File: config.mk
export PLATFORM = sky130hd
export DESIGN_NAME = erfw_div_cell
export DESIGN_NICKNAME = d
export VERILOG_FILES = /design/src/erfw_pkg.sv /design/src/erfw_div_cell.sv
export SDC_FILE = /design/constraint.sdc
export NUM_CORES = 1
export LEC_CHECK = 0
export BUFFER_PORTS_ARGS = -buffer_cell sky130_fd_sc_hd__buf_4
export CAP_MARGIN = 10
export CORE_MARGIN = 5
export CORE_UTILIZATION = 33
export DETAILED_ROUTE_END_ITERATION = 6
export GPL_TIMING_DRIVEN = 1
export PLACE_DENSITY = 0.71
export REMOVE_ABC_BUFFERS = 1
export SETUP_SLACK_MARGIN = 0.02
export SYNTH_ARGS = -nofsm -noshare
export SYNTH_HDL_FRONTEND = slang
export SYNTH_SLANG_ARGS = --single-unit
export TNS_END_PERCENT = 30
File: constraint.sdc
create_clock -name clk -period 1 [get_ports clk]
set_input_delay 0.1 -clock clk [delete_from_list [all_inputs] [get_ports clk]]
set_output_delay 0.1 -clock clk [all_outputs]
set_load 0.05 [all_outputs]
File: src/erfw_pkg.sv
package erfw_pkg;

    // Default fixed-point formats
    localparam int IN_FRAC_BITS_DEF  = 12;
    localparam int OUT_FRAC_BITS_DEF = 15;

    // Datapath widths
    localparam int X_W    = 16;   // input sample
    localparam int A_W    = 16;   // shape coefficient, unsigned Q0.16
    localparam int S_W    = 37;   // x^2 in Q32 below the large-argument bound
    localparam int D_W    = 38;   // ratio numerator / denominator
    localparam int Q_W    = 25;   // ratio quotient, Q24
    localparam int N_W    = 6;    // integer part of t*log2(e)
    localparam int F_W    = 32;   // fraction words
    localparam int P_W    = 33;   // series value, Q32 up to 1.0
    localparam int SPLIT  = 19;   // cut point for partial products
    localparam int L_W    = 27;   // log2(e) constant width

    localparam int SERIES_ORDER = 12;

    // Constants
    localparam logic [A_W-1:0] ALPHA_RESET    = 16'd9634;
    localparam logic [D_W-1:0] FOUR_BY_PI_Q32 = 38'd5468522205;
    localparam logic [L_W-1:0] LOG2E_Q26      = 27'd96817625;
    localparam logic [F_W-1:0] LN2_Q32        = 32'd2977044472;
    localparam logic [D_W-1:0] ONE_Q32        = 38'h01_0000_0000;
    localparam logic [D_W-1:0] BIG_ARG_Q32    = 38'h18_0000_0000;
    localparam logic [P_W-1:0] ONE_P          = 33'h1_0000_0000;

    // Payload carried through the divider cells
    typedef struct packed {
        logic           sign;
        logic           big;
        logic [S_W-1:0] s;
        logic [D_W-1:0] den;
        logic [D_W-1:0] rem;
        logic [Q_W-1:0] nb;
        logic [Q_W-1:0] q;
    } div_t;

    // Payload carried through the series cells
    typedef struct packed {
        logic           sign;
        logic           big;
        logic [N_W-1:0] n;
        logic [F_W-1:0] y;
        logic [P_W-1:0] p;
    } hrn_t;

endpackage

File: src/erfw_div_cell.sv
module erfw_div_cell
    import erfw_pkg::*;
(
    input  logic clk,
    input  logic rst_n,
    input  logic en,
    input  logic in_valid,
    input  div_t din,
    output logic out_valid,
    output div_t dout
);

    logic [D_W:0] trial;
    logic [D_W:0] diff;
    logic         fits;
    div_t         d_next;
    logic         valid_reg;
    div_t         d_reg;

    // One restoring division step: shift in the next numerator bit
    always_comb
    begin
        trial     = {din.rem, din.nb[Q_W-1]};
        diff      = trial - {1'b0, din.den};
        fits      = (trial >= {1'b0, din.den});
        d_next    = din;
        d_next.rem = fits ? diff[D_W-1:0] : trial[D_W-1:0];
        d_next.nb = {din.nb[Q_W-2:0], 1'b0};
        d_next.q  = {din.q[Q_W-2:0], fits};
    end

    always_ff @(posedge clk or negedge rst_n)
    begin
        if (!rst_n)
        begin
            valid_reg <= 1'b0;
        end
        else if (en)
        begin
            valid_reg <= in_valid;
        end
    end

    always_ff @(posedge clk)
    begin
        if (en)
        begin
            d_reg <= d_next;
        end
    end

    assign out_valid = valid_reg;
    assign dout      = d_reg;

endmodule

## Word-level counts from Yosys, hierarchy flattened

Index checks and enable logic that the tools add are counted.

- Add/sub/neg operators: 1
- Magnitude comparators: 1
- Multiplexer cells: 1

Operators with widths:

| cell | count |
|---|---|
| $ge 39x38->1 | 1 |
| $mux 38 | 1 |
| $sub 38x38->38 | 1 |

- Flip-flop bits (word level): 165
- Input port bits: 169
- Output and inout port bits: 166
- Word-level logic and storage cells: 11

## Logic depth before layout (Yosys ltp)

- Depth in word-level cells: 2
- Mapped depth: 14
- Mapped depth without buffers: 12

## Least setup slack after synthesis

No wires, ideal clock.

- Path kind: input to register
- Start: input din[105] (netlist bit)
- End: register d_reg (netlist bit dout[80]) (data pin)
- Library setup time: 0.255 ns
- Data arrival time: 2.379 ns
- Data required time: 0.745 ns
- Path slack: -1.634 ns
- Cell stages on the path: 12
- Buffers on the path: 2
- Path through: inv_1 > ha_1 > buf_2 > nand3_2 > or4_1 > or4_1 > nand3_2 > o21bai_2 > nand2_2 > buf_6 > and2_0 > a31o_1

RTL lines:

| element | line | source |
|---|---|---|
| from (decl) | erfw_div_cell.sv:8 | `input div_t din,` |
| to (signal assigned) | erfw_div_cell.sv:48 | `d_reg <= d_next;` |
| to (decl) | erfw_div_cell.sv:18 | `div_t d_reg;` |

==> impl_metrics.toml <==
[status]
status = "finished with violations"
violations = "negative setup slack"

[power]
switchingPower_mw = 8.55
seqPwrFrac_pct = 36.4
leakagePower_nw = 6.63
p_int_mw = 15.7
vdd_ir_drop_max_mv = 1.07
switching_share_pct = 35.2
total_power_mw = 24.2
power.share.clock_pct = 27.1
p_per_area_mw_per_mm2 = 1560
comb_power_share_pct = 36.5

[worst_hold_path]
min_path_cells = 3
worstHoldStart = "din[61]"
hold_class = "input pin to register"
min_to = "dout[62]"

[synthesis]
synth_seq_area_share_pct = 63.6
synth-seq-cells = 165
ys.flop_type = "edfxtp_1"
yosys_warnings = 0
synthCells = 596
synth.avg_cell_area_um2 = 13.1
syn-cell-area_mm2 = 0.00779
synth_edf_count = 164
post-synth-top-area-fraction_pct = 63.2
yosysTopAreaCell = "edfxtp_1"
synth.distinct_cells = 62
synth.area.top_cells = "edfxtp_1 63%, ha_1 6.1%, a21oi_1 2.7%"
async_flop_share_pct = 0.606

[grt]
grtUsageTotal_pct = 22.5
antenna_found_initial = 0
grt_overflow_total = 0
grt_pass1_vias = 8068
grt_max_degree = 23
grt_pass1_wl_um = 45700

[layout]
final_common_cell = "buf_4"
n_fill_cell = 1598
finalNonFillerCells = 1586
layout-drive-gt1-share_pct = 54.9
nets = 1462
num_antenna_cells = 0
layout_common_cells = "301 x buf_4, 196 x buf_6, 164 x edfxtp_1"
areaGrowthSynthToFinish_pct = 99.1

[setup_path]
timing.rr.start = "out_valid"
critical_path_required_ns = 1.19
cp-start-kind = "input pin"
r2r_slack_ns = 0.23
crit_path_end_kind = "register"
cp_max_fo = 2
worstPathArrival_ns = 2.44
r2r-end = "out_valid"
path_class = "input pin to register"
reg2reg_depth = 1

[cts]
cts_buffers = 17
clock-sinks = 165
cts_buffer_depth = 2
cts_tree = "done"
cts_max_level = 4
cts.clk_slew.worst_paths_ns = 0.08
clk_latency_ns = 0.43
root_buffer = "clkbuf_16"

[timing]
hold_violations = 0
slew_viol_final = 0
rsz0062_at_grt = "yes"
layout_setup_ws_ns = -1.25
fmax_mhz = 445
fin_skew_ns = 0
fin_crit_sh_pct = 225
period_minus_slack_ns = 2.25
finalSetupViolCount = 204
holdWs_ns = 0.0178

[placed_design]
gp_congestion = 0.851
hpwlAfterDp_um = 20900
io_buffers = 332
post-place-cells = 1392
post-place-ws_ns = -1.98

[floorplan]
die_w_um = 164
die_h_um = 164
die_area_mm2 = 0.0268
rows = 56
start_util_pct = 33.4
core_area_mm2 = 0.0233
io_pins = 335

[routing]
ant_nets = 0
wirelength_um = 33100
drtIter0Drc = 430
drc = 0
wire_per_inst_um = 20.9
vias_per_cell = 4.82
first_pass_iters = 5
vias = 7649

[run]
maxCapViolations = 0
## synth_stat cells (7+ instances only)
library cell	n
nor2_1	16
clkbuf_1	7
xor2_1	9
o21ai_1	10
ha_1	38
edfxtp_1	164
nor2_2	18
o21ai_0	21
nand4_1	11
o21bai_1	7
nand2_1	44
a21oi_1	42
xnor2_1	20
a21oi_2	18
inv_1	52
a21o_1	11
## flip-flops by register name, summed over array words and instances, names as in the netlist
| register | count |
|---|---|
| dout | 164 |
| out_valid | 1 |
## power groups by stage
stage	registers (mW)	logic [mW]	clock network, mW
after floorplan	11.2	1.58	0
after global placement	8.79	7.05	0
after detailed placement	8.79	7.11	0
after CTS	8.72	8.35	6.65
after global routing	8.88	9.24	6.98
final	8.83	8.85	6.57
## critical path, stage by stage
cell and delay, ns:
buf_6 0.10, inv_4 0.05, ha_4 0.12, inv_2 0.05, fa_2 0.37, a211oi_2 0.25, o31ai_2 0.11, o21ai_1 0.13
buf_4 0.14, buf_4 0.11, a21bo_4 0.11, a21oi_1 0.06, o21a_1 0.17, or3_1 0.32, a31o_2 0.25
## through the flow
step / cell area (µm²) / utilization, % / TNS [ns]
5_1_grt: 15500 / 66.4 / -70.06
2_1_floorplan: 7640 / - / -77.09
4_1_cts: 15000 / 64.5 / -60.44
3_3_place_gp: 11900 / 51.0 / -72.68
6_report: 15500 / 66.4 / -60.55
3_5_place_dp: 11900 / 51.0 / -73.73
## layer usage
| metal | vias up | track usage [%] | share of wire [%] |
|---|---|---|---|
| met5 | - | 0 | 0 |
| met4 | 0 | 8.23 | 3.6 |
| met3 | 61 | 5.40 | 6.8 |
| met2 | 343 | 41.8 | 53 |
| met1 | 3734 | 24.7 | 36 |
| li1 | 3511 | - | - |
## how the worst max path moves through the flow
stage,cells after the start,startpoint,slack (ns),endpoint
detailed placement,11,din[65],-1.98,dout[66]
global route,12,din[109],-1.32,dout[85]
finish,15,din[49],-1.25,dout[66]
floorplan,11,din[105],-2.44,dout[82]
CTS,15,din[49],-1.19,dout[80]
global placement,11,din[65],-1.95,dout[66]
## what timing repair did
| item | CTS | global route |
|---|---|---|
| gates resized for setup | 238 | 120 |
| hold endpoints to repair | 138 | 1 |
| hold buffers | 139 | 1 |
| pin swaps | 47 | 15 |
| endpoints found under the setup margin | 204 | 204 |
| setup buffers | 22 | 2 |
## layout make-up
type / instances / area [µm²] / area share, %
sequential: 165 / 4950 / 31.9
inverter: 53 / 226 / 1.46
timing repair buffer: 657 / 6220 / 40.2
clock inverter: 15 / 150 / 0.969
clock buffer: 17 / 425 / 2.74
tap: 319 / 399 / 2.58
multi-input combinational: 360 / 3130 / 20.2
## cell families (layout without fill, tap and decap cells)
| kind of cell | count (synthesis) | after routing | share of synthesized area (%) |
|---|---|---|---|
| buffers and inverters | 71 | 742 | 4.39 |
| and+or+nand+nor | 140 | 140 | 9.55 |
| DFF | 165 | 165 | 63.6 |
| adders and majority gates | 39 | 39 | 6.36 |
| muxes | 2 | 2 | 0.273 |
| xor gates and xnor gates | 29 | 29 | 3.26 |
| other | 1 | 1 | 0.0482 |
| AOI/OAI and AO/OA | 149 | 149 | 12.6 |
(Power assumes the default switching activity.)
