--- config.mk ---
export PLATFORM = sky130hd
export DESIGN_NAME = erfw_horner_cell
export DESIGN_NICKNAME = d
export VERILOG_FILES = /design/src/erfw_pkg.sv /design/src/erfw_horner_cell.sv
export SDC_FILE = /design/constraint.sdc
export NUM_CORES = 2
export LEC_CHECK = 0
export BUFFER_PORTS_ARGS = -buffer_cell sky130_fd_sc_hd__buf_2
export CORE_ASPECT_RATIO = 0.6
export CORE_MARGIN = 2
export CORE_UTILIZATION = 60
export CTS_BUF_LIST = sky130_fd_sc_hd__clkbuf_4
export DETAILED_ROUTE_END_ITERATION = 8
export GPL_ROUTABILITY_DRIVEN = 0
export GPL_TIMING_DRIVEN = 0
export PLACE_DENSITY = 0.77
export SYNTH_ARGS = -nofsm -noshare
export SYNTH_HDL_FRONTEND = slang
export SYNTH_SLANG_ARGS = --single-unit
--- constraint.sdc ---
create_clock -name clk -period 19.2 [get_ports clk]
set_clock_uncertainty 0.1 [all_clocks]
set_input_delay 0 -clock clk [delete_from_list [all_inputs] [get_ports clk]]
set_output_delay 0 -clock clk [all_outputs]
set_load 0.05 [all_outputs]
--- src/erfw_pkg.sv ---
package erfw_pkg;

    // Default fixed-point formats
    localparam int IN_FRAC_BITS_DEF  = 12;
    localparam int OUT_FRAC_BITS_DEF = 15;

    // Datapath widths
    localparam int X_W    = 16;   // input sample
    localparam int A_W    = 16;   // shape coefficient, unsigned Q0.16
    localparam int S_W    = 37;   // x^2 in Q32 below the large-argument bound
    localparam int D_W    = 38;   // ratio numerator / denominator
    localparam int Q_W    = 25;   // ratio quotient, Q24
    localparam int N_W    = 6;    // integer part of t*log2(e)
    localparam int F_W    = 32;   // fraction words
    localparam int P_W    = 33;   // series value, Q32 up to 1.0
    localparam int SPLIT  = 19;   // cut point for partial products
    localparam int L_W    = 27;   // log2(e) constant width

    localparam int SERIES_ORDER = 12;

    // Constants
    localparam logic [A_W-1:0] ALPHA_RESET    = 16'd9634;
    localparam logic [D_W-1:0] FOUR_BY_PI_Q32 = 38'd5468522205;
    localparam logic [L_W-1:0] LOG2E_Q26      = 27'd96817625;
    localparam logic [F_W-1:0] LN2_Q32        = 32'd2977044472;
    localparam logic [D_W-1:0] ONE_Q32        = 38'h01_0000_0000;
    localparam logic [D_W-1:0] BIG_ARG_Q32    = 38'h18_0000_0000;
    localparam logic [P_W-1:0] ONE_P          = 33'h1_0000_0000;

    // Payload carried through the divider cells
    typedef struct packed {
        logic           sign;
        logic           big;
        logic [S_W-1:0] s;
        logic [D_W-1:0] den;
        logic [D_W-1:0] rem;
        logic [Q_W-1:0] nb;
        logic [Q_W-1:0] q;
    } div_t;

    // Payload carried through the series cells
    typedef struct packed {
        logic           sign;
        logic           big;
        logic [N_W-1:0] n;
        logic [F_W-1:0] y;
        logic [P_W-1:0] p;
    } hrn_t;

endpackage

--- src/erfw_horner_cell.sv ---
module erfw_horner_cell
    import erfw_pkg::*;
#(
    parameter int K = SERIES_ORDER
)
(
    input  logic clk,
    input  logic rst_n,
    input  logic en,
    input  logic in_valid,
    input  hrn_t hin,
    output logic out_valid,
    output hrn_t hout
);

    // Reciprocal of K, low enough that the estimate is at most one short
    localparam logic [F_W-1:0] RECIP = 32'(64'hFFFF_FFFF / 64'(K));

    logic [2*F_W:0]   yp;
    logic [2*F_W-1:0] qp;
    logic [F_W+3:0]   kq;
    logic [F_W+3:0]   rem;
    logic [F_W-1:0]   q;
    hrn_t             h_next;

    logic             v1_valid_reg;
    hrn_t             h1_reg;
    logic [F_W-1:0]   v1_reg;
    logic             v2_valid_reg;
    hrn_t             h2_reg;
    logic [F_W-1:0]   v2_reg;
    logic [F_W-1:0]   qe2_reg;
    logic             v3_valid_reg;
    hrn_t             h3_reg;

    // Stage 1: y * p
    assign yp = (2*F_W+1)'(hin.y) * (2*F_W+1)'(hin.p);

    // Stage 2: quotient estimate by reciprocal multiply
    assign qp = (2*F_W)'(v1_reg) * (2*F_W)'(RECIP);

    // Stage 3: correct the estimate, then p = 1 - v/K
    always_comb
    begin
        kq      = (F_W+4)'(qe2_reg) * (F_W+4)'(K);
        rem     = (F_W+4)'(v2_reg) - kq;
        q       = qe2_reg + F_W'(rem >= (F_W+4)'(K));
        h_next  = h2_reg;
        h_next.p = ONE_P - {1'b0, q};
    end

    always_ff @(posedge clk or negedge rst_n)
    begin
        if (!rst_n)
        begin
            v1_valid_reg <= 1'b0;
            v2_valid_reg <= 1'b0;
            v3_valid_reg <= 1'b0;
        end
        else if (en)
        begin
            v1_valid_reg <= in_valid;
            v2_valid_reg <= v1_valid_reg;
            v3_valid_reg <= v2_valid_reg;
        end
    end

    always_ff @(posedge clk)
    begin
        if (en)
        begin
            h1_reg  <= hin;
            v1_reg  <= yp[2*F_W-1:F_W];
            h2_reg  <= h1_reg;
            v2_reg  <= v1_reg;
            qe2_reg <= qp[2*F_W-1:F_W];
            h3_reg  <= h_next;
        end
    end

    assign out_valid = v3_valid_reg;
    assign hout      = h3_reg;

endmodule

# == Word level (Yosys, flattened, before mapping) ==
# Cells that the tools add are included.
# Widths: inputs -> output; s select.
# totals
register_bits,249
ram_bits,0
latch_bits,0
out_inout_bits,74
word_cells,26
rom_bits,0
memories,0
inputBits,77
# op_classes
addsub,3
n_eq_ne,0
n_mul,3
div,0
reduce_logical,0
shift,0
muxes,0
n_bitwise,0
order_cmp,1
# op_table
op,n
$mul 32x33->64,1
$mul 32x29->61 const B,1
$ge 36x4->1 const B,1
$sub 32x33->34,1
$sub 33x30->33 const A,1
$mul 29x2->31 const B,1
$add 29x1->30,1

# == Depth between registers and ports, before layout ==
# logic_depth
depth_word,5
mapped_depth,38
ltp_nobuf,37

# == Worst setup path after synthesis ==
# No wires, ideal clock.
# synth_path
kind,register to register
start,register qe2_reg[2]
end,"register h3_reg (netlist bit hout[31]), data pin"
period_less_slack_ps,7767
path_stages_with_launch,38
slack_ps,11433
path_buffers,1
setup_time_ps,262
t_arrival_ps,7405
required_time_ps,18838
cell_sequence,edfxtp_1 inv_1 ha_1 buf_4 a21oi_1 o211ai_1 o211ai_1 nor4_1 a21oi_1 o31ai_2 a311oi_1 o41ai_2 nor4_1 a311oi_1 ha_1 a21o_1 a221oi_1 nand4_1 (+2 left out) nand4_1 nor4_2 nand3_1 nor4_2 ha_1 ha_1 inv_1 ha_1 o21bai_1 a31o_2 a31oi_1 o22ai_1 o31a_1 a211oi_1 o31a_1 o31ai_1 a21oi_1 or2_2
# synth_lines
item,line_no,source
from (decl),erfw_horner_cell.sv:32,logic [F_W-1:0] qe2_reg;
from (signal assigned),erfw_horner_cell.sv:76,qe2_reg <= qp[2*F_W-1:F_W];
to (signal assigned),erfw_horner_cell.sv:77,h3_reg <= h_next;
to (decl),erfw_horner_cell.sv:34,hrn_t h3_reg;

# == Worst setup path after layout ==
# layout_path
start,input port hin[53] in the netlist's numbering
end,"register v1_reg[25], data pin"
# layout_via
elab_chain_cells,1
# layout_lines
item,line_no,source
from (decl),erfw_horner_cell.sv:11,"input hrn_t hin,"
$mul 32x33->64,erfw_horner_cell.sv:37,assign yp = (2*F_W+1)'(hin.y) * (2*F_W+1)'(hin.p);
via yp[57],erfw_horner_cell.sv:19,logic [2*F_W:0] yp;
to (signal assigned),erfw_horner_cell.sv:73,v1_reg <= yp[2*F_W-1:F_W];
to (decl),erfw_horner_cell.sv:28,logic [F_W-1:0] v1_reg;
# The timed path passes the listed nets, and every way through them passes these cells.
# A chain may end at the register's enable or synchronous reset.

==> impl_metrics.json <==
{
  "status": "finished with violations",
  "violations": "DRC",
  "stdcell_area_sq_um": 63000,
  "min_period_over_period": 0.539,
  "rsz0062_at_grt": "false",
  "async_flop_share": 0.0121,
  "dr.first_iter.drc_count": 6872,
  "drv_cap": 0,
  "cts_resized": 0,
  "ant_nets": 0,
  "die_w_um": 409,
  "setup_tns_ns": 0,
  "yosysWarnings": 0,
  "finalCoreUtilization": 0.652,
  "critPathCapture": "v1_reg[25]$_DFFE_PP_",
  "syn-cell-area_sq_um": 58900,
  "cts-buffers-inserted": 58,
  "placement.io_buffers": 150,
  "syn-instance-count": 6076,
  "clk_pin_slew_ns": 0.07,
  "cts_buffer_depth": 3,
  "crit_type": "input port to flip-flop",
  "grt_overflow": 0,
  "synth_cell_type_count": 80,
  "core_area_sq_um": 96700,
  "drive_above_1_share": 0.0452,
  "yosysTopAreaCell": "fa_1",
  "drc": 385,
  "pre_cts_slack_ns": 9.40,
  "startpoint_type": "input port",
  "slew_viol_final": 0,
  "synth_ff_type": "edfxtp_1",
  "synthTopCellsByCount": "inv_1, fa_1, nand2_1, ha_1, edfxtp_1",
  "cts_sinks": 247,
  "crit_top_cell": "fa_1",
  "ys_top_cells_by_area": "fa_1, ha_1, edfxtp_1",
  "crit_slowest_cell": "clkbuf_1",
  "worstHoldPathType": "input port to flip-flop",
  "syn_avg_cell_area_sq_um": 9.70,
  "via_per_inst": 6.02,
  "num_rows": 88,
  "crit_family": "adder cells",
  "crit_start": "hin[53]",
  "htree_levels": 2,
  "placed_area_sq_um": 61400,
  "slew-limit-headroom": 0.0138,
  "largest_reg_flops": 73,
  "cts_root_buf": "clkbuf_4",
  "ys_ff_latch": 247,
  "yosysMostFrequentCell": "inv_1",
  "area_growth_syn_to_layout_pct": 6.96,
  "floorplan.initialDensity": 0.609,
  "grt_pass1_wl_um": 291000,
  "cts_tree": "built",
  "post_drt_wl_per_cell_um": 25.6,
  "tightest_slew_ns": 1.48,
  "ff2ff_path_depth": 35,
  "cp.required_ns": 19.74,
  "ys_seq_area_frac": 0.126,
  "ios": 151,
  "report.final.setup_viol": 0,
  "first_global_vias": 46200,
  "crit_cells": 29,
  "period_needed_ns": 10.35,
  "first_pass_iters": 9,
  "max_freq_ghz": 0.0967,
  "synth-edff-count": 244,
  "finalWorstSetupSlack_ns": 8.85,
  "r2r_slack_ns": 9.11,
  "dieHeight_um": 247,
  "hpwlAfterDp_um": 163000,
  "dieArea_sq_um": 101000,
  "max_stage_delay_ns": 0.89,
  "cp_max_fo": 10,
  "synth_top_area_frac": 0.427,
  "r2r-start": "qe2_reg[11]$_DFFE_PP_",
  "grt_usage": 0.398,
  "hold_viol": 0,
  "rr_endpoint": "hout[31]$_DFFE_PP_",
  "totalWireLength_um": 198000,
  "synth_nets": 8100,
  "vias": 46700,
  "antenna_found_initial": 21,
  "clock_latency_ns": 0.95,
  "grt_max_degree": 117,
  "crit_path_end_kind": "flip-flop",
  "arrival_ns": 10.88,
  "critical_path_buf_inv_count": 10,
  "fin_nets": 8389
}
## through the flow
stage                     instances  hold WS, ns
after floorplan                6076       -0.396
after global placement         7531       -0.304
after detailed placement       7533       -0.303
after CTS                      7715      0.00759
after global routing           7732     -0.00278
final                          7758        0.122
## kinds of logic (layout without fill, tap and decap cells)
group	Yosys count	after routing	synth area share
adders and majority gates	1947	1947	0.574
buffers and inverters	1828	2163	0.117
DFF	247	247	0.126
muxes	4	4	0.000743
xor gates and xnor gates	126	126	0.0187
other	0	42	0
AOI/OAI and AO/OA	489	489	0.0564
and+or+nand+nor	1435	1435	0.108
## worst min-delay path by stage
stage,from,end,depth (start not counted)
6_report,hin[41],h1_reg[41]$_DFFE_PP_,2
5_1_grt,hin[41],h1_reg[41]$_DFFE_PP_,2
4_1_cts,hin[53],h1_reg[53]$_DFFE_PP_,2
3_5_place_dp,rst_n,out_valid$_DFFE_PN0P_,1
3_3_place_gp,rst_n,v1_valid_reg$_DFFE_PN0P_,1
2_1_floorplan,rst_n,out_valid$_DFFE_PN0P_,0
## metal layers
layer | global-route usage | share of wire
met1 | 0.548 | 0.38
met2 | 0.459 | 0.34
met3 | 0.298 | 0.23
met4 | 0.115 | 0.045
met5 | 0.169 | 0.012
## layout by cell type (no fill, tap or decap), types with 10 or more instances in the layout
master / n
a211oi_1: 18
a21o_1: 81
a21oi_1: 136
a31oi_1: 22
and2_1: 231
and3_1: 14
buf_2: 159
clkbuf_1: 216
clkbuf_4: 79
clkinv_1: 17
diode_2: 42
dlygate4sd3_1: 77
edfxtp_1: 244
fa_1: 1257
ha_1: 690
inv_1: 1595
nand2_1: 909
nand2b_1: 11
nand3_1: 44
nand4_1: 22
nor2_1: 118
nor2b_1: 15
nor3_1: 29
nor4_1: 10
o211ai_1: 13
o21a_1: 15
o21ai_0: 65
o21bai_1: 27
o31ai_1: 10
xnor2_1: 102
xor2_1: 24
## area by class of cell
class,count,area (sq um)
multi-input cells,4001,44600
fillers,7648,33700
flip-flops and latches,247,7400
inverters,1598,6000
well taps,1305,1630
repair buffers,229,1590
plain buffers,230,881
clock buffers,79,593
clock inverters,27,185
diodes,42,105
## worst reg2reg max path, delay by kind of cell (launching register included)
family | cells | cell delay [ns]
DFF | 1 | 0.54
buffers and inverters | 3 | 0.34
and+or+nand+nor | 10 | 2.81
AOI/OAI and AO/OA | 17 | 4.73
adders and majority gates | 5 | 1.30
## timing repair
action	in CTS	in global routing
endpoints found under the hold margin	176	1
hold buffers	76	1
setup buffers	0	0
Power is left out: the tool's default activity adds up to more than one toggle a clock period on the data nets, which glitch-free logic cannot reach.
