$ cat src/erfw_pkg.sv
package erfw_pkg;

    // Default fixed-point formats
    localparam int IN_FRAC_BITS_DEF  = 12;
    localparam int OUT_FRAC_BITS_DEF = 15;

    // Datapath widths
    localparam int X_W    = 16;   // input sample
    localparam int A_W    = 16;   // shape coefficient, unsigned Q0.16
    localparam int S_W    = 37;   // x^2 in Q32 below the large-argument bound
    localparam int D_W    = 38;   // ratio numerator / denominator
    localparam int Q_W    = 25;   // ratio quotient, Q24
    localparam int N_W    = 6;    // integer part of t*log2(e)
    localparam int F_W    = 32;   // fraction words
    localparam int P_W    = 33;   // series value, Q32 up to 1.0
    localparam int SPLIT  = 19;   // cut point for partial products
    localparam int L_W    = 27;   // log2(e) constant width

    localparam int SERIES_ORDER = 12;

    // Constants
    localparam logic [A_W-1:0] ALPHA_RESET    = 16'd9634;
    localparam logic [D_W-1:0] FOUR_BY_PI_Q32 = 38'd5468522205;
    localparam logic [L_W-1:0] LOG2E_Q26      = 27'd96817625;
    localparam logic [F_W-1:0] LN2_Q32        = 32'd2977044472;
    localparam logic [D_W-1:0] ONE_Q32        = 38'h01_0000_0000;
    localparam logic [D_W-1:0] BIG_ARG_Q32    = 38'h18_0000_0000;
    localparam logic [P_W-1:0] ONE_P          = 33'h1_0000_0000;

    // Payload carried through the divider cells
    typedef struct packed {
        logic           sign;
        logic           big;
        logic [S_W-1:0] s;
        logic [D_W-1:0] den;
        logic [D_W-1:0] rem;
        logic [Q_W-1:0] nb;
        logic [Q_W-1:0] q;
    } div_t;

    // Payload carried through the series cells
    typedef struct packed {
        logic           sign;
        logic           big;
        logic [N_W-1:0] n;
        logic [F_W-1:0] y;
        logic [P_W-1:0] p;
    } hrn_t;

endpackage

$ cat src/erfw_sqrt_cell.sv
module erfw_sqrt_cell
    import erfw_pkg::*;
#(
    parameter int RAD_W   = 2 * OUT_FRAC_BITS_DEF + 1,
    parameter int BIT_POS = 0
)
(
    input  logic             clk,
    input  logic             rst_n,
    input  logic             en,
    input  logic             in_valid,
    input  logic             in_sign,
    input  logic [RAD_W-1:0] in_v,
    input  logic [RAD_W-1:0] in_r,
    output logic             out_valid,
    output logic             out_sign,
    output logic [RAD_W-1:0] out_v,
    output logic [RAD_W-1:0] out_r
);

    localparam logic [RAD_W:0] BIT = (RAD_W+1)'(1) << BIT_POS;

    logic [RAD_W:0]   sum;
    logic [RAD_W:0]   rest;
    logic [RAD_W-1:0] r_half;
    logic             fits;
    logic [RAD_W-1:0] v_next;
    logic [RAD_W-1:0] r_next;

    logic             valid_reg;
    logic             sign_reg;
    logic [RAD_W-1:0] v_reg;
    logic [RAD_W-1:0] r_reg;

    // One digit of the bitwise square root
    always_comb
    begin
        sum    = {1'b0, in_r} + BIT;
        fits   = ({1'b0, in_v} >= sum);
        rest   = {1'b0, in_v} - sum;
        r_half = in_r >> 1;
        v_next = fits ? rest[RAD_W-1:0] : in_v;
        r_next = fits ? RAD_W'({1'b0, r_half} + BIT) : r_half;
    end

    always_ff @(posedge clk or negedge rst_n)
    begin
        if (!rst_n)
        begin
            valid_reg <= 1'b0;
        end
        else if (en)
        begin
            valid_reg <= in_valid;
        end
    end

    always_ff @(posedge clk)
    begin
        if (en)
        begin
            sign_reg <= in_sign;
            v_reg    <= v_next;
            r_reg    <= r_next;
        end
    end

    assign out_valid = valid_reg;
    assign out_sign  = sign_reg;
    assign out_v     = v_reg;
    assign out_r     = r_reg;

endmodule

$ cat config.mk
export PLATFORM = sky130hd
export DESIGN_NAME = erfw_sqrt_cell
export DESIGN_NICKNAME = d
export VERILOG_FILES = /design/src/erfw_pkg.sv /design/src/erfw_sqrt_cell.sv
export SDC_FILE = /design/constraint.sdc
export NUM_CORES = 1
export LEC_CHECK = 0
export ABC_AREA = 1
export CORE_AREA = 10 10 146 148
export CTS_BUF_LIST = sky130_fd_sc_hd__clkbuf_8
export CTS_CLUSTER_SIZE = 25
export DETAILED_ROUTE_END_ITERATION = 12
export DIE_AREA = 0 0 156 158
export DONT_BUFFER_PORTS = 1
export SYNTH_ARGS = -nofsm -noshare
export SYNTH_HDL_FRONTEND = slang
export SYNTH_SLANG_ARGS = --single-unit
$ cat constraint.sdc
create_clock -name clk -period 1.05 [get_ports clk]
set_clock_uncertainty 0.1 [all_clocks]
set_input_delay 0.315 -clock clk [delete_from_list [all_inputs] [get_ports clk]]
set_output_delay 0.315 -clock clk [all_outputs]
set_load 0.05 [all_outputs]
; ---- Word level (Yosys, flattened, before mapping)
; Index checks and enable logic that the tools add are counted.
[totals]
regBits = 64
latch_bits = 0
ramBits = 0
romBits = 0
in_bits = 67
out_inout_bits = 64
wordCells = 11
n_memories = 0
[op_classes]
add_sub_neg = 3
mul = 0
n_div = 0
order_cmp = 1
eq_ne = 0
shift = 0
mux = 2
bitwise = 0
reduce_logical = 0
[op_table]
columns = operator, count
row1 = adder 31 x 1 -> 32 bit (second input constant), 1
row2 = >= comparator 31 x 32 -> 1 bit, 1
row3 = adder 30 x 1 -> 31 bit (second input constant), 1
row4 = 2-to-1 mux 31 bit, 1
row5 = subtractor 31 bit, 1
row6 = 2-to-1 mux 30 bit, 1

; ---- Longest topological paths before layout
[logic_depth]
depth_word = 3
ltp_mapped = 23

; ---- Worst setup path after synthesis
; No wires, ideal clock.
[synth_timing]
kind = in2reg
start = input in_r[1]
end = register r_reg[2], in the netlist out_r[2], data pin
t_arrival_ns = 2.751
t_required_ns = 0.698
path_slack_ns = -2.053
cell_stages = 21
n_path_buf = 2
cell_sequence = ha_1 inv_1 nor2_1 nand2_1 nor2_1 xor2_1 o21ai_0 ha_1 nand2_1 nor2_2 nand2_1 clkinv_1 nand2_1 a21oi_1 nand2_2 nand2_4 inv_2 buf_6 buf_12 nand2_1 nand2_1
[synth_between]
elab_chain_len = 3
[synth_lines]
columns = item, line_no
row1 = from (decl), erfw_sqrt_cell.sv:14  ; input logic [RAD_W-1:0] in_r,
row2 = adder 31 x 1 -> 32 bit, erfw_sqrt_cell.sv:38  ; sum = {1'b0, in_r} + BIT;
row3 = >= comparator 31 x 32 -> 1 bit, erfw_sqrt_cell.sv:39  ; fits = ({1'b0, in_v} >= sum);
row4 = 2-to-1 mux 30 bit (*), erfw_sqrt_cell.sv:43  ; r_next = fits ? RAD_W'({1'b0, r_half} + BIT) : r_half;
row5 = via r_next[2], erfw_sqrt_cell.sv:28  ; logic [RAD_W-1:0] r_next;
row6 = to (signal assigned), erfw_sqrt_cell.sv:64  ; r_reg <= r_next;
row7 = to (decl), erfw_sqrt_cell.sv:33  ; logic [RAD_W-1:0] r_reg;
; The timed path passes the listed nets; every way through them passes the cells marked *.
; A chain may end at the register's enable or synchronous reset.

; ---- Worst setup path in the final report
[layout_timing]
start = input in_r[17]
end = register r_reg[10], in the netlist out_r[10], data pin
[layout_between]
elab_chain_len = 3
[layout_lines]
columns = item, line_no
row1 = adder 31 x 1 -> 32 bit, erfw_sqrt_cell.sv:38
row2 = >= comparator 31 x 32 -> 1 bit, erfw_sqrt_cell.sv:39
row3 = 2-to-1 mux 30 bit, erfw_sqrt_cell.sv:43
row4 = via r_next[10], erfw_sqrt_cell.sv:28
; The timed path passes the listed nets, and every way through them passes these cells.

==> results.toml <==
[run_status]
status = "finished, violations left"
violations = "negative hold slack, negative setup slack"

[power]
intPower_mw = 7.007
fin_total_pwr_mw = 11.71
p_seq_share_pct = 30.3
p_sw_mw = 4.706
peakVddDrop_mv = 0.6897
pwr-share-comb_pct = 51.5
leakagePower_nw = 5.474
power.density_mw_per_mm2 = 1092
switching_share_pct = 40.18
clock_power_share_pct = 18.2

[die]
io_pins = 131
fp.dieH_um = 158
die_area_mm2 = 0.02465
rows = 50
core_area_mm2 = 0.01846
die_w_um = 156
initial_core_util_pct = 34.27

[finish]
fillers = 1616
drive_above_1_share_pct = 37.17
final_nets = 1382
final_common_cell = "nand2_1"
fin_area_mm2 = 0.01072
regArea_mm2 = 0.001918
multi_input_area_mm2 = 0.004364
final_cell_mix = "369 x nand2_1, 229 x buf_4, 151 x inv_1"
diodes = 0
syn_to_final_growth_pct = 69.51

[global_routing]
grt_max_degree = 65
antenna_found_initial = 0
grt_pass1_wl_um = 38300
grt_overflow = 0
grt_pass1_vias = 7114
grt_usage_pct = 19.97

[critical_path]
cp.arrival_ns = 2.95
worst-path-max-fanout = 8
r2r_start = "out_valid"
critPathLaunch = "in_r[17]"
cp-start-kind = "primary input"
path_class = "primary input to register"
required_ns = 1.07
end_kind = "register"

[timing]
rsz0062_at_grt = "true"
slew_viol_final = 0
fin_crit_ns = 2.936
fmax_mhz = 340.5
hold_viol_final = 54
maxSlewHeadroom_pct = 77.97
finalCritPeriodShare_pct = 279.7
fin_hold_ws_ns = -0.04416
finalSetupViolCount = 126
worst_slack_ns = -1.886
tightest_slew_ns = 0.3280

[clocking]
h-tree-depth = 3
cts_inserted_buffers = 9
clk_transition_reported_paths_ns = 0.09
clockRootBuffer = "clkbuf_8"
cts_tree = "built"
insertion_delay_ns = 0.37
clock_path_buffers = 2
cts.hold.buffers_added = 3
clock-sinks = 64

[placed_design]
hpwl_um = 19300
port_buffers = 0
dpl_cell_area_mm2 = 0.009484
gp_congestion = 0.9978

[routing]
ant_nets = 0
drc = 0
num_vias = 7366
drt_iter0_drc = 555
drt_wl_total_um = 25660
firstDrtPassIters = 5
avgViaCountPerCell = 4.846
wire_per_inst_um = 16.88

[synth]
synth_top_cell_by_area = "edfxtp_1"
synth_nets = 1072
synthTopCellsByArea = "edfxtp_1 30%, nand2_1 24%, inv_1 9.3%"
synth.distinct_cells = 34
syn_area_mm2 = 0.006325
synth_top_cell_area_share_pct = 29.91
yosysSeqAreaShare_pct = 30.31
syn_inst = 971
ys_warn_count = 0
ys_ff_latch = 64
synth.avg_cell_area_um2 = 6.514

[worst_hold_path]
hold_start = "en"
hp-class = "primary input to register"

[flow_run]
maxCapViolCount = 0
==> critical path: stages <==
cell and delay, ns:
clkinvlp_4 0.09, nor3_4 0.25, nand2_2 0.11, buf_6 0.13, nor3_4 0.20, nand2_2 0.13
xor2_2 0.21, ha_1 0.32, nand2_2 0.08, buf_6 0.13, nor2_4 0.09, nand2_2 0.06
inv_2 0.07, nand2_2 0.05, a21oi_2 0.10, nand2_2 0.10, nand2_8 0.13, buf_12 0.14
clkbuf_16 0.15, o21ai_1 0.08
==> state kept, by name (all words and copies together), names as in the netlist <==
name	cells
out_v	31
out_r	31
out_sign	1
out_valid	1
==> final timing paths <==
| kind | slack [ns] | depth (start not counted) | end |
|---|---|---|---|
| setup / recovery | -1.89 | 20 | out_r[10] |
| hold / removal | -0.04 | 0 | out_sign |
| setup reg to reg | 0.13 | 1 | out_valid |
| hold reg to reg | 0.49 | 1 | out_valid |
| max in group asynchronous | 0.68 | 1 | out_valid |
| min in group asynchronous | 0.05 | 1 | out_valid |
==> synth_stat cells <==
cell type    n
nand3b_1     3
mux2_2       1
clkinv_1     3
xnor2_1      3
nor3_1      20
nand2_2      7
edfxtp_1    63
o21ai_2      3
o21ai_0     15
inv_1      156
a21o_1       1
nor2_4       2
o21ai_1      7
nand3_1     57
xor2_1      64
buf_4        1
nand4_1      9
inv_2        1
buf_6        8
o21bai_1     2
nor2_2       5
buf_12       1
and3_1       1
clkbuf_1     1
and2_1       3
nand2_4      1
nand2_1    409
a21oi_1     18
fa_1         1
nor2_1      67
ha_1        33
buf_2        3
dfrtp_1      1
nor4_1       1
==> stage by stage <==
| stage | TNS [ns] | std cells | util, % | setup slack [ns] |
|---|---|---|---|---|
| 6_report | -134.20 | 1520 | 58.09 | -1.886 |
| 4_1_cts | -119.60 | 1511 | 56.71 | -1.641 |
| 3_3_place_gp | -138.42 | 1452 | 51.39 | -2.310 |
| 2_1_floorplan | -105.58 | 971 | - | -1.741 |
| 5_1_grt | -140.78 | 1520 | 58.09 | -1.925 |
| 3_5_place_dp | -139.49 | 1452 | 51.39 | -2.295 |
==> power groups by stage <==
stage	Combinational (mW)	Clock, mW	Sequential, mW
2_1_floorplan	1.88	0	4.57
4_1_cts	5.81	2.18	3.55
3_3_place_gp	5.45	0	3.61
5_1_grt	6.45	2.29	3.58
3_5_place_dp	5.48	0	3.60
6_report	6.03	2.13	3.55
==> cell type report <==
class                   count  share of cell area, %
clock buffers              10                  1.284
clock inverters             6                 0.4201
inverters                 160                  5.742
multi-input cells         733                  40.71
flip-flops and latches     64                  17.89
well taps                 234                  2.731
repair buffers            313                  31.23
==> kinds of logic after synthesis <==
group,Yosys count,share of synthesized area [%]
and+or+nand+nor,585,37.80
buffers and inverters,174,11.65
xor gates and xnor gates,67,9.278
DFF,64,30.31
AOI/OAI and AO/OA,46,3.937
adders and majority gates,34,6.845
muxes,1,0.1780
==> repair_timing <==
item	in CTS	in global routing
pin swaps	29	19
hold endpoints to repair	66	64
gates cloned	2	3
endpoints found under the setup margin	126	126
buffers inserted	38	6
resized for setup	107	38
==> per-layer routing <==
layer  global-route usage [%]  up-vias  wire length, µm
met5                        0        -                0
met4                    5.980        0              715
met3                    6.486       58             2553
met2                    32.66      313            12100
met1                    24.51     3356            10290
li1                         -     3639                -
No activity file was read; power rests on OpenSTA's default activity.
